$ cat config.mk
export PLATFORM = sky130hd
export DESIGN_NAME = itstat_ram
export DESIGN_NICKNAME = d
export VERILOG_FILES = /design/src/rtl/itstat_ram.sv
export SDC_FILE = /design/constraint.sdc
export NUM_CORES = 1
export LEC_CHECK = 0
export ABC_AREA = 1
export BUFFER_PORTS_ARGS = -buffer_cell sky130_fd_sc_hd__buf_2
export CAP_MARGIN = 0
export CORE_ASPECT_RATIO = 1.25
export CORE_MARGIN = 2
export CORE_UTILIZATION = 35
export DETAILED_ROUTE_END_ITERATION = 10
export GPL_ROUTABILITY_DRIVEN = 0
export PLACE_DENSITY = 0.58
export RECOVER_POWER = 50
export SYNTH_ARGS = -nofsm -noshare
export SYNTH_HDL_FRONTEND = slang
export SYNTH_SLANG_ARGS = --single-unit
$ cat constraint.sdc
create_clock -name clk -period 1.3 [get_ports clk]
set_input_delay 0.195 -clock clk [delete_from_list [all_inputs] [get_ports clk]]
set_output_delay 0.195 -clock clk [all_outputs]
set_load 0.05 [all_outputs]
$ cat src/rtl/itstat_ram.sv
`default_nettype none

module itstat_ram #(
    parameter int WIDTH = 8,
    parameter int DEPTH = 2
) (
    input  wire logic                     clk,
    input  wire logic                     we,
    input  wire logic [$clog2(DEPTH)-1:0] waddr,
    input  wire logic [WIDTH-1:0]         wdata,
    input  wire logic                     re,
    input  wire logic [$clog2(DEPTH)-1:0] raddr,
    output logic      [WIDTH-1:0]         rdata
);

    logic [WIDTH-1:0] mem [DEPTH];

    always_ff @(posedge clk)
    begin
        if (we)
        begin
            mem[waddr] <= wdata;
        end
    end

    always_ff @(posedge clk)
    begin
        if (re)
        begin
            rdata <= mem[raddr];
        end
    end

endmodule

`default_nettype wire

**Word-level counts from Yosys, hierarchy flattened**

Memory sizes are Yosys's and may differ from the RTL's. A register that Yosys moved wholly into a read port is not among the register bits.
Index checks and enable logic that the tools add are counted.

- Register bits: 0
- Bits in latches: 0
- RAM bits: 16
- ROM bits: 0
- Output and inout port bits: 8
- Logic and storage cells: 3
- Memories kept: 1

Memory list:

| memory | depth | width | read ports | clocked after Yosys merged registers in | write ports | RTL line | text |
|---|---|---|---|---|---|---|---|
| mem | 2 | 8 | 1 | 1 | 1 | 16 | `logic [WIDTH-1:0] mem [DEPTH];` |

- Add/sub/neg operators: 0
- $mul: 0
- Divide/modulo/power cells: 0
- Magnitude comparators: 0
- Equal/unequal tests: 0
- Shifts and indexed selects: 0
- Muxes and demuxes: 2
- Bitwise logic cells: 0
- Reductions and logical operators: 0

Operators by type and width:

| operator | count |
|---|---|
| 2-to-1 mux 1 bit | 2 |

**Depth between registers and ports, before layout**

- Word-level depth: 2
- Depth in mapped cells: 4

**Least setup slack after synthesis**

Ideal clock, no wire load.

- Path type: input -> register
- Start point: input port we
- End point: memory mem[0][0], enable pin
- Library setup time: 0.371 ns
- Arrival time: 0.584 ns
- Slack: 0.345 ns
- Stages: 2
- Path through: inv_1 > nor2_1

- Word-level cells in the longest chain between the ends: 2

Ends and longest elaborated chain:

| what | RTL line | text |
|---|---|---|
| from (decl) | 8 | `input wire logic we,` |
| 2-to-1 mux 1 bit | 20 | `if (we)` |
| 2-to-1 mux 1 bit (not written as such) | 22 | `mem[waddr] <= wdata;` |
| to (decl) | 16 |  |

No other way between the ends.

**Worst setup path after layout**

- Start point: register rdata[7], read port of mem
- End point: output port rdata[7]

RTL lines:

| what | RTL line | text |
|---|---|---|
| from (decl) | 13 | `output logic [WIDTH-1:0] rdata` |

No word-level cell between the ends.

==> flow_summary_export.csv <==
group,metric,value,unit
synth,netlist_top_cells_count,"25 x nand2_1, 24 x edfxtp_1, 2 x inv_1",
route,vias,435,
timing,timing.final.ws_setup,215,ps
route,via_per_inst,3.99,
setup_path,reg2reg_to,"rdata[7]$_DFFE_PP_",
clock_network,cts-htree-levels,1,
synth,synth_top_area_share,85.7,%
synth,synth.ff_latch_count,24,
synth,synth_area_per_cell,15.6,µm²
setup_path,crit_required,1110,ps
synth,async_flop_share,0,%
timing,rsz0062_at_grt,"false",
synth,synthDistinctLibCells,6,
synth,syn-cell-area,841,µm²
route,route.detailed.drc,0,
timing,skew,1.83,ps
final_layout,layout-drive-gt1-share,26.9,%
timing,tightest_slew,436,ps
pwr,finalPower,1.38,mW
die,dieHeight,58.8,µm
route,firstDrtPassIters,3,
placed_design,hpwl,747,µm
synth,synth_ff_type,"edfxtp_1",
placed_design,port_buffers,20,
setup_path,path_cells,"buf_2",
clock_network,hold_buffers,0,
setup_path,cp_num_buf_inv,1,
global_routing,grt_pass1_wl,1610,µm
pwr,vdd_drop_max,0.758,mV
final_layout,fin_area,995,µm²
placed_design,place_area,976,µm²
setup_path,critPathMaxStageDelay,340,ps
run,cap_viol_max_count,0,
clock_network,cts_inserted_buffers,3,
synth,yosysTopAreaCell,"edfxtp_1",
synth,synth.area.top_cells,"edfxtp_1 86%, nand2_1 11%, buf_6 1.3%",
pwr,p_per_area,1380,nW/µm²
route,avgRoutedWirePerCell,8.98,µm
clock_network,cts_buffer_depth,2,
timing,min_period,1090,ps
die,design.portCount,21,
synth,yosysWarnings,0,
timing,setup-violations-final,0,
placed_design,place_worst_setup_slack,378,ps
setup_path,crit_arrival,890,ps
worst_hold_path,hold_path_startpoint,"wdata[4]",
clock_network,cts_tree,"built",
timing,fmax,921,MHz
pwr,leakagePower,0.409,nW
clock_network,worstSkewPairLatency,300,ps
clock_network,postCtsSetupRepairBufs,0,
die,rows,19,
setup_path,cpLargestDelayFamily,"flip-flops",
route,ant_nets,0,
final_layout,area_growth,18.3,%
final_layout,antenna_cells,0,
final_layout,nNetsFinal,92,
setup_path,rrSetupSlack,570,ps
worst_hold_path,hold_depth,1,
setup_path,crit_path_top_delay_cell,"edfxtp_1",
global_routing,antenna_found_initial,0,
setup_path,critPathKind,"reg2out",
synth,syn_inst,54,
setup_path,startpoint_type,"flop",
timing,setup-tns-final,0,ps
route,drtIter0Drc,4,
worst_hold_path,hold_path.class,"in2reg",
die,core-area,2230,µm²
global_routing,grt_overflow,0,
die,die_x,47.8,µm
clock_network,post_cts_resize_count,0,
global_routing,grt_pass1_vias,393,
setup_path,path_max_fanout,1,
synth,synth.most_common_cell,"nand2_1",
timing,drv_slew,0,
worst_hold_path,worstHoldEndpoint,"mem[1][4]$_DFFE_PP_",
clock_network,clkSinkCount,24,
synth,postSynthNetCount,67,
clock_network,clkTransAtPathRegs,120,ps
setup_path,ff2ff_path_depth,2,
final_layout,fin_util,44.5,%
global_routing,grtUsageTotal,8.66,%
clock_network,root_buffer,"clkbuf_4",
timing,hold_viol,0,
timing,final.period_utilization,83.5,%
setup_path,r2r-start,"mem[1][7]$_DFFE_PP_",
synth,ys_seq_area_share,85.7,%
status,status,"finished, final reports clean",
global_routing,grt_max_degree,14,
synth,synth_edf_count,24,
die,initial_utilization,37.6,%
route,routed_wl,979,µm
setup_path,cp-end-kind,"primary output",
die,die_area,2810,µm²
timing,relSlewSlack,71.0,%
[power breakdown]
| part | internal (mW) | switching, mW | total, mW |
|---|---|---|---|
| logic | 0.0348 | 0.107 | 0.142 |
| clock network | 0.112 | 0.198 | 0.310 |
| registers | 0.912 | 0.0106 | 0.923 |
| total | 1.06 | 0.316 | 1.38 |
[kinds of logic after synthesis]
logic type / count (synthesis) / synth area share (%)
buffers and inverters: 4 / 2.68
flip-flops: 24 / 85.7
AND/OR/NAND/NOR: 26 / 11.6
[metal layers]
metal	vias to the layer above	global-route usage (%)	part of all wire, %
met2	17	13.1	50
met1	185	8.88	41
met4	0	9.27	2.8
li1	231	-	-
met5	-	0	0
met3	2	1.84	5.9
[cell type report]
class	count	area [µm²]
clock buffer	3	22.5
clock inverter	1	3.75
fill	219	1240
inverter	3	11.3
multi-input combinational	26	97.6
sequential	24	721
tap	31	38.8
timing repair buffer	21	100
[registers in the layout (all words and copies together) (netlist names)]
name   cells
rdata      8
mem       16
[stage by stage]
stage	hold WS (ps)	std cells
CTS	60.2	109
finish	72.8	109
floorplan	294	54
detailed placement	387	105
global route	44.4	109
global placement	387	105
[worst max path at each step]
stage	start	end	slack (ps)	cells past startpoint
6_report	rdata[7]$_DFFE_PP_	rdata[7]	210	1
5_1_grt	rdata[1]$_DFFE_PP_	rdata[1]	140	1
4_1_cts	rdata[7]$_DFFE_PP_	rdata[7]	200	1
3_5_place_dp	waddr	mem[1][2]$_DFFE_PP_	380	3
3_3_place_gp	waddr	mem[1][3]$_DFFE_PP_	420	3
2_1_floorplan	we	mem[0][0]$_DFFE_PP_	350	2
[placed cells by master, fill, tap and decap left out]
master    instances
nand2_1          25
edfxtp_1         24
buf_2            17
clkbuf_1          4
clkbuf_4          3
inv_1             2
inv_2             1
nor2_1            1
clkinv_1          1
Power figures use the tool's default switching activity.
