File: config.mk
export PLATFORM = sky130hd
export DESIGN_NAME = itstat_upd
export DESIGN_NICKNAME = d
export VERILOG_FILES = /design/src/rtl/itstat_pkg.sv /design/src/rtl/itstat_upd.sv
export SDC_FILE = /design/constraint.sdc
export NUM_CORES = 2
export LEC_CHECK = 0
export ABC_AREA = 1
export CAP_MARGIN = 20
export CORE_ASPECT_RATIO = 1.25
export CORE_MARGIN = 2
export CORE_UTILIZATION = 45
export DETAILED_ROUTE_END_ITERATION = 10
export DONT_BUFFER_PORTS = 1
export GPL_ROUTABILITY_DRIVEN = 1
export GPL_TIMING_DRIVEN = 0
export PLACE_DENSITY_LB_ADDON = 0.08
export SETUP_SLACK_MARGIN = 0.3
export SLEW_MARGIN = 20
export SYNTH_ARGS = -nofsm -noshare
export SYNTH_HDL_FRONTEND = slang
export SYNTH_SLANG_ARGS = --single-unit
File: constraint.sdc
create_clock -name clk -period 11.05 [get_ports clk]
set_input_delay 2.21 -clock clk [delete_from_list [all_inputs] [get_ports clk]]
set_output_delay 2.21 -clock clk [all_outputs]
set_load 0.01 [all_outputs]
File: src/rtl/itstat_pkg.sv
`default_nettype none

package itstat_pkg;

    localparam int SLOTS     = 20;
    localparam int TIME_BITS = 48;
    localparam int SLOT_W    = $clog2(SLOTS);
    // next-slot pointer and report walk index must also hold SLOTS itself
    localparam int CNT_W     = $clog2(SLOTS + 1);

    localparam logic [2:0] OP_INIT   = 3'd0;
    localparam logic [2:0] OP_POINT  = 3'd1;
    localparam logic [2:0] OP_CYCLE  = 3'd2;
    localparam logic [2:0] OP_REPORT = 3'd3;

    localparam logic STATUS_OK    = 1'b0;
    localparam logic STATUS_SHORT = 1'b1;

    typedef struct packed {
        logic [2:0]  func;
        logic [47:0] timestamp;
    } evt_t;

    typedef struct packed {
        logic [4:0]  slot;
        logic [31:0] interval_count;
        logic [63:0] interval_sum;
        logic [63:0] interval_sum_squares;
        logic [31:0] interval_min;
        logic [31:0] interval_max;
        logic        status;
        logic        last;
    } rpt_t;

    typedef struct packed {
        logic [31:0] count;
        logic [63:0] sum;
        logic [63:0] sum_sq;
        logic [31:0] min_iv;
        logic [31:0] max_iv;
    } stat_t;

    localparam int STAT_W = $bits(stat_t);

    localparam stat_t STAT_RESET = '{
        count:  32'd0,
        sum:    64'd0,
        sum_sq: 64'd0,
        min_iv: 32'hFFFF_FFFF,
        max_iv: 32'd0
    };

    typedef struct packed {
        logic diff_en;
        logic sq_en;
    } upd_ctl_t;

    typedef enum logic [2:0] {
        ST_IDLE,
        ST_DIFF,
        ST_SQR,
        ST_WB,
        ST_RPT_HEAD,
        ST_RPT_RD,
        ST_RPT_CHK,
        ST_RPT_LAST
    } state_t;

endpackage

`default_nettype wire

File: src/rtl/itstat_upd.sv
`default_nettype none

module itstat_upd (
    input  wire logic                             clk,
    input  wire itstat_pkg::upd_ctl_t             ctl,
    input  wire logic [itstat_pkg::TIME_BITS-1:0] now,
    input  wire logic [itstat_pkg::TIME_BITS-1:0] prev_stamp,
    input  wire itstat_pkg::stat_t                cur,
    output itstat_pkg::stat_t                     nxt
);

    import itstat_pkg::*;

    logic [TIME_BITS-1:0] diff;
    logic [63:0]          diff_wide;
    logic [31:0]          iv_next;
    logic [31:0]          iv_reg;
    logic [63:0]          sq_next;
    logic [63:0]          sq_reg;
    logic [64:0]          sum_wide;
    logic [64:0]          sq_sum_wide;

    // wraps modulo 2^TIME_BITS, then clamps to 32 bits
    assign diff      = now - prev_stamp;
    assign diff_wide = 64'(diff);
    assign iv_next   = (|diff_wide[63:32]) ? 32'hFFFF_FFFF : diff_wide[31:0];
    assign sq_next   = iv_reg * iv_reg;

    always_ff @(posedge clk)
    begin
        if (ctl.diff_en)
        begin
            iv_reg <= iv_next;
        end
        if (ctl.sq_en)
        begin
            sq_reg <= sq_next;
        end
    end

    assign sum_wide    = {1'b0, cur.sum} + {33'd0, iv_reg};
    assign sq_sum_wide = {1'b0, cur.sum_sq} + {1'b0, sq_reg};

    always_comb
    begin
        nxt.sum    = sum_wide[64] ? '1 : sum_wide[63:0];
        nxt.sum_sq = sq_sum_wide[64] ? '1 : sq_sum_wide[63:0];
        nxt.min_iv = (iv_reg < cur.min_iv) ? iv_reg : cur.min_iv;
        nxt.max_iv = (iv_reg > cur.max_iv) ? iv_reg : cur.max_iv;
        nxt.count  = (&cur.count) ? cur.count : cur.count + 32'd1;
    end

endmodule

`default_nettype wire

# == Word level (Yosys, flattened, before mapping) ==
# Index checks and enable logic that the tools add are counted.
# word_totals
register_bits,96
inputBits,323
out_inout_bits,224
word_cells,16
# classes
addsub,4
n_mul,1
order_cmp,2
muxes,5
reduce_logical,2
# ops
cell,n
$mux W64,2
$mux W32,3
$add A64 B32 Y65,1
$add A64 B64 Y65,1
$mul A32 B32 Y64,1
$sub A48 B48 Y48,1
$add A32 B1 Y32 const B,1
$gt A32 B32 Y1,1
$lt A32 B32 Y1,1
$reduce_and A32 Y1,1
$reduce_or A16 Y1,1

# == Logic depth before layout (Yosys ltp) ==
# logic_depth
ltp_word,2
depth_mapped,34
depth_no_buf,32

# == Least setup slack after synthesis ==
# Ideal clock, no wire load.
# synth_path
kind,register to register
from,register iv_reg[12]
to,"register sq_reg[47], data pin"
setup_ps,259
t_arrival_ps,6830
t_required_ps,10791
path_slack_ps,3961
path_stages_with_launch,31
n_path_buf,3
synth_period_minus_slack_ps,7089
cell_sequence,edfxtp_1 > clkbuf_1 > clkbuf_1 > buf_1 > nand2_1 > fa_1 > inv_1 > fa_1 > fa_1 > inv_1 > fa_1 > inv_1 > fa_1 > inv_1 > fa_1 > inv_1 > fa_1 > fa_1 > ha_1 > nand2_1 > nor2_1 > inv_1 > nor2_1 > and3_1 > nand2_1 > nand3_1 > a21oi_1 > inv_1 > nand2_1 > nand2_1 > xor2_1
# synth_between
elab_chain_len,1
# synth_rtl
element,line,rtl
"start, declared",itstat_upd.sv:17,logic [31:0] iv_reg;
"start signal, assigned",itstat_upd.sv:33,iv_reg <= iv_next;
$mul A32 B32 Y64,itstat_upd.sv:27,assign sq_next = iv_reg * iv_reg;
named net sq_next[47],itstat_upd.sv:18,logic [63:0] sq_next;
"end signal, assigned",itstat_upd.sv:37,sq_reg <= sq_next;
"end, declared",itstat_upd.sv:19,logic [63:0] sq_reg;
# The timed path passes the listed nets, and every way through them passes these cells.
# A chain may end at the register's enable or synchronous reset.

# == Final worst setup path ==
# layout_path
from,register iv_reg[13]
to,"register sq_reg[49], data pin"
# The elaborated chain is that of the path after synthesis.

==> flow_summary.rst <==
.. list-table::
   :header-rows: 1

   * - Metric
     - Value
   * - Gate count after technology mapping
     - 7074
   * - Most repeated library cell on the critical path
     - sky130_fd_sc_hd__fa_1
   * - Clock Sinks
     - 95
   * - Chip Height
     - 376 um
   * - Drt wl/cell
     - 23.8 um
   * - Total clock buffers created by CTS
     - 9
   * - Most frequently used flop master after synthesis
     - sky130_fd_sc_hd__edfxtp_1
   * - Floorplan core area
     - 0.110 sq mm
   * - Clock root buffer master
     - sky130_fd_sc_hd__clkbuf_16
   * - Vias after detailed routing
     - 45400
   * - Cells resized by post-CTS repair
     - 0
   * - Synthesized netlist net count
     - 8698
   * - Routed wire length
     - 203 mm
   * - CP max-delay cell
     - sky130_fd_sc_hd__clkbuf_1
   * - Detailed-route vias per instance
     - 5.31
   * - Actual transition at the worst max-transition pin
     - 1.31 ns
   * - Crit path buf inv count
     - 7
   * - Total setup violations reported at the end of the flow
     - 0
   * - Fin Clk Skew
     - 0.0174 ns
   * - Starting density of the core
     - 45.4%
   * - Max Fclk
     - 0.0993 GHz
   * - CTS tree
     - yes
   * - Max-cap viol count
     - 0
   * - Nets@finish
     - 8714
   * - Total half-perimeter wirelength after legalization and detailed placement
     - 178 mm
   * - Worst skew pair latency
     - 0.41 ns
   * - Remaining global-route overflow
     - 0
   * - Flip-flop count of the largest register, all copies and words added
     - 63
   * - GRT Resource Usage Total
     - 35.8%
   * - Deepest clock path buffer count
     - 2
   * - Summed negative setup slack over all endpoints
     - 0 ns
   * - Area grow syn2layout
     - 4.40%
   * - Data required time of the critical path
     - 11.18 ns
   * - Netlist area before placement
     - 0.0499 sq mm
   * - Number of iterations in the first detailed-routing pass
     - 5
   * - Share of the clock period used by the worst path
     - 91.1%
   * - Share of the synthesized area in the top cell type
     - 31.9%
   * - Per-instance average area after synthesis
     - 7.05 sq um
   * - Distinct cell type count of the synthesized netlist
     - 51
   * - Clock-pin slew on the worst setup and hold paths
     - 0.08 ns
   * - Largest incremental delay on the critical path
     - 1.02 ns
   * - Share of the yosys chip area belonging to registers
     - 5.72%
   * - IO Port Bufs
     - 0
   * - Number of global-route vias before repair
     - 47800
   * - Worst slew margin
     - 13.0%
   * - FFs w/ async S/R, synth
     - 0%
   * - EDFF count, synth
     - 95
   * - Worst Path Class, Setup
     - register to register
   * - Count of unresolved DRC violations after routing
     - 0
   * - Detailed-routed wire length on met2
     - 99.7 mm
   * - RSZ-0062 raised after global routing
     - no
   * - Endpoint arrival time on the critical path
     - 10.19 ns
   * - Fraction of layout instances using a drive strength above 1
     - 2.38%
   * - Finished Cell Area
     - 0.0521 sq mm
   * - Final Hold Vio Count
     - 0
   * - Post-CTS setup buffers
     - 0
   * - Global-route wire length before repair
     - 295 mm
   * - Initial antenna violation count
     - 7
   * - Deepest level of the CTS H-tree
     - 3
   * - Count of final max-slew check failures
     - 0
   * - Initial detailed-routing violation count
     - 2755
   * - Register bit total from synthesis
     - 95
   * - Area after DPL
     - 0.0517 sq mm
   * - Die Outline Area
     - 0.113 sq mm
   * - Maximum fanout count along the critical path
     - 10
   * - Total number of yosys warnings
     - 0
   * - Capturing element type of the critical path
     - register
   * - M1 WL
     - 70.9 mm
   * - Element type at the critical path start
     - register
   * - Crit path time final
     - 10.07 ns
   * - Library cell with the largest summed area after synthesis
     - sky130_fd_sc_hd__fa_1
   * - Number of cell rows
     - 136
   * - Status
     - complete, no violations
   * - Highest routing layer actually used
     - met5
   * - Die boundary width
     - 302 um
   * - Sequence of cells on the critical path
     - clkbuf_1 -> buf_1 -> nand2_1 -> inv_1 -> fa_1 -> fa_1 -> inv_1 -> fa_1 -> inv_1 -> fa_1 -> inv_1 -> fa_1 -> fa_1 -> inv_1 -> fa_1 -> ha_1 -> ha_1 -> a21o_1 -> a21oi_1 -> o21ai_0 -> a21oi_1 -> nand3_1 -> a21oi_1 -> xnor2_1
   * - Count of pins on the block boundary
     - 547
   * - Pin count of the biggest net entering global routing
     - 64
   * - Hold buffer count at cts
     - 0
   * - Ranking of synthesized cells by area
     - sky130_fd_sc_hd__fa_1 32%, sky130_fd_sc_hd__inv_1 15%, sky130_fd_sc_hd__ha_1 13%
   * - Final ANT Viol Nets
     - 0
   * - Path class of the lowest-slack min-delay path
     - register to register
   * - Total length of routed met3 wires
     - 13.5 mm
   * - RD Place Congestion
     - 1.05
   * - Kind of cell adding the most delay to the critical path
     - adder cells
## cells in the mapped netlist, types with 4 or more instances
cell	n
sky130_fd_sc_hd__a211oi_1	4
sky130_fd_sc_hd__a21boi_0	14
sky130_fd_sc_hd__a21o_1	29
sky130_fd_sc_hd__a21oi_1	288
sky130_fd_sc_hd__a31o_2	7
sky130_fd_sc_hd__a31oi_1	34
sky130_fd_sc_hd__and2_1	4
sky130_fd_sc_hd__and3_1	4
sky130_fd_sc_hd__buf_1	7
sky130_fd_sc_hd__buf_2	15
sky130_fd_sc_hd__clkbuf_1	134
sky130_fd_sc_hd__edfxtp_1	95
sky130_fd_sc_hd__fa_1	794
sky130_fd_sc_hd__ha_1	507
sky130_fd_sc_hd__inv_1	1934
sky130_fd_sc_hd__inv_2	19
sky130_fd_sc_hd__nand2_1	1679
sky130_fd_sc_hd__nand2_2	8
sky130_fd_sc_hd__nand3_1	288
sky130_fd_sc_hd__nand3_2	31
sky130_fd_sc_hd__nand3b_1	4
sky130_fd_sc_hd__nand4_1	57
sky130_fd_sc_hd__nor2_1	490
sky130_fd_sc_hd__nor2_2	18
sky130_fd_sc_hd__nor3_1	69
sky130_fd_sc_hd__nor4_1	23
sky130_fd_sc_hd__o2111ai_1	5
sky130_fd_sc_hd__o211ai_1	11
sky130_fd_sc_hd__o21a_1	17
sky130_fd_sc_hd__o21ai_0	174
sky130_fd_sc_hd__o21ai_1	5
sky130_fd_sc_hd__o21bai_1	52
sky130_fd_sc_hd__or2_2	21
sky130_fd_sc_hd__xnor2_1	82
sky130_fd_sc_hd__xor2_1	122
## per-layer routing
metal | vias to the layer above | GRT usage [%]
met5 | - | 0
met4 | 2 | 27.6
met3 | 631 | 6.40
met2 | 1760 | 63.7
met1 | 21800 | 37.0
li1 | 21200 | -
## layout make-up
cell class | count | area, sq um
fillers | 11800 | 57900
multi-input cells | 4863 | 39000
inverters | 1954 | 7330
flip-flops and latches | 95 | 2850
well taps | 1449 | 1810
plain buffers | 162 | 701
clock buffers | 11 | 233
repair buffers | 5 | 60.1
clock inverters | 5 | 57.6
diodes | 6 | 15.0
## cells in the final DEF (no fill, tap or decap), drive strengths merged, types with 3 or more instances in the layout
| cell type | Yosys | routed |
|---|---|---|
| nor4 | 24 | 24 |
| diode | 0 | 6 |
| xnor2 | 82 | 82 |
| nand4 | 57 | 57 |
| nand2 | 1687 | 1687 |
| a21oi | 288 | 288 |
| nor3b | 4 | 4 |
| xor2 | 122 | 122 |
| a31oi | 34 | 34 |
| and3 | 4 | 4 |
| or2 | 21 | 21 |
| o221ai | 3 | 3 |
| fa | 794 | 794 |
| nand3 | 319 | 319 |
| nor2 | 512 | 512 |
| buf | 28 | 33 |
| a31o | 7 | 7 |
| a211oi | 4 | 4 |
| ha | 507 | 507 |
| clkinv | 1 | 3 |
| o21ai | 180 | 180 |
| a21boi | 16 | 16 |
| o21bai | 52 | 52 |
| o21a | 17 | 17 |
| a21o | 29 | 29 |
| nor3 | 71 | 71 |
| inv | 1953 | 1954 |
| clkbuf | 134 | 145 |
| and2 | 4 | 4 |
| o211ai | 11 | 11 |
| nand3b | 6 | 6 |
| o2111ai | 5 | 5 |
| edfxtp | 95 | 95 |
## through the flow
stage	cells	util (%)	hold slack, ns	worst slack [ns]
4_1_cts	8542	47.3	1.12	1.26
3_5_place_dp	8526	47.0	1.11	1.28
2_1_floorplan	7074	-	0.560	3.96
6_report	8550	47.4	1.17	0.984
5_1_grt	8548	47.3	1.12	0.998
3_3_place_gp	8523	47.0	1.11	1.27
## cells by family after synthesis
logic type | after synthesis | synth area share, %
flip-flops | 95 | 5.72
AO/OA/AOI/OAI | 649 | 7.39
buffers and inverters | 2116 | 16.1
XOR/XNOR | 204 | 3.58
AND/OR/NAND/NOR | 2709 | 22.6
adder cells (fa/ha/maj) | 1301 | 44.6
## worst paths after layout
path / from / end / slack [ns] / cells after the start
hold / removal: iv_reg[0]$_SDFFCE_PP1P_ / sq_reg[0]$_DFFE_PP_ / 1.17 / 0
hold reg to reg: iv_reg[0]$_SDFFCE_PP1P_ / sq_reg[0]$_DFFE_PP_ / 1.17 / 0
setup reg to reg: iv_reg[13]$_SDFFCE_PP1P_ / sq_reg[49]$_DFFE_PP_ / 0.98 / 24
setup / recovery: iv_reg[13]$_SDFFCE_PP1P_ / sq_reg[49]$_DFFE_PP_ / 0.98 / 24
Power is not shown: default switching activity piles up to over one toggle a cycle in this logic, so the estimate is an artifact.
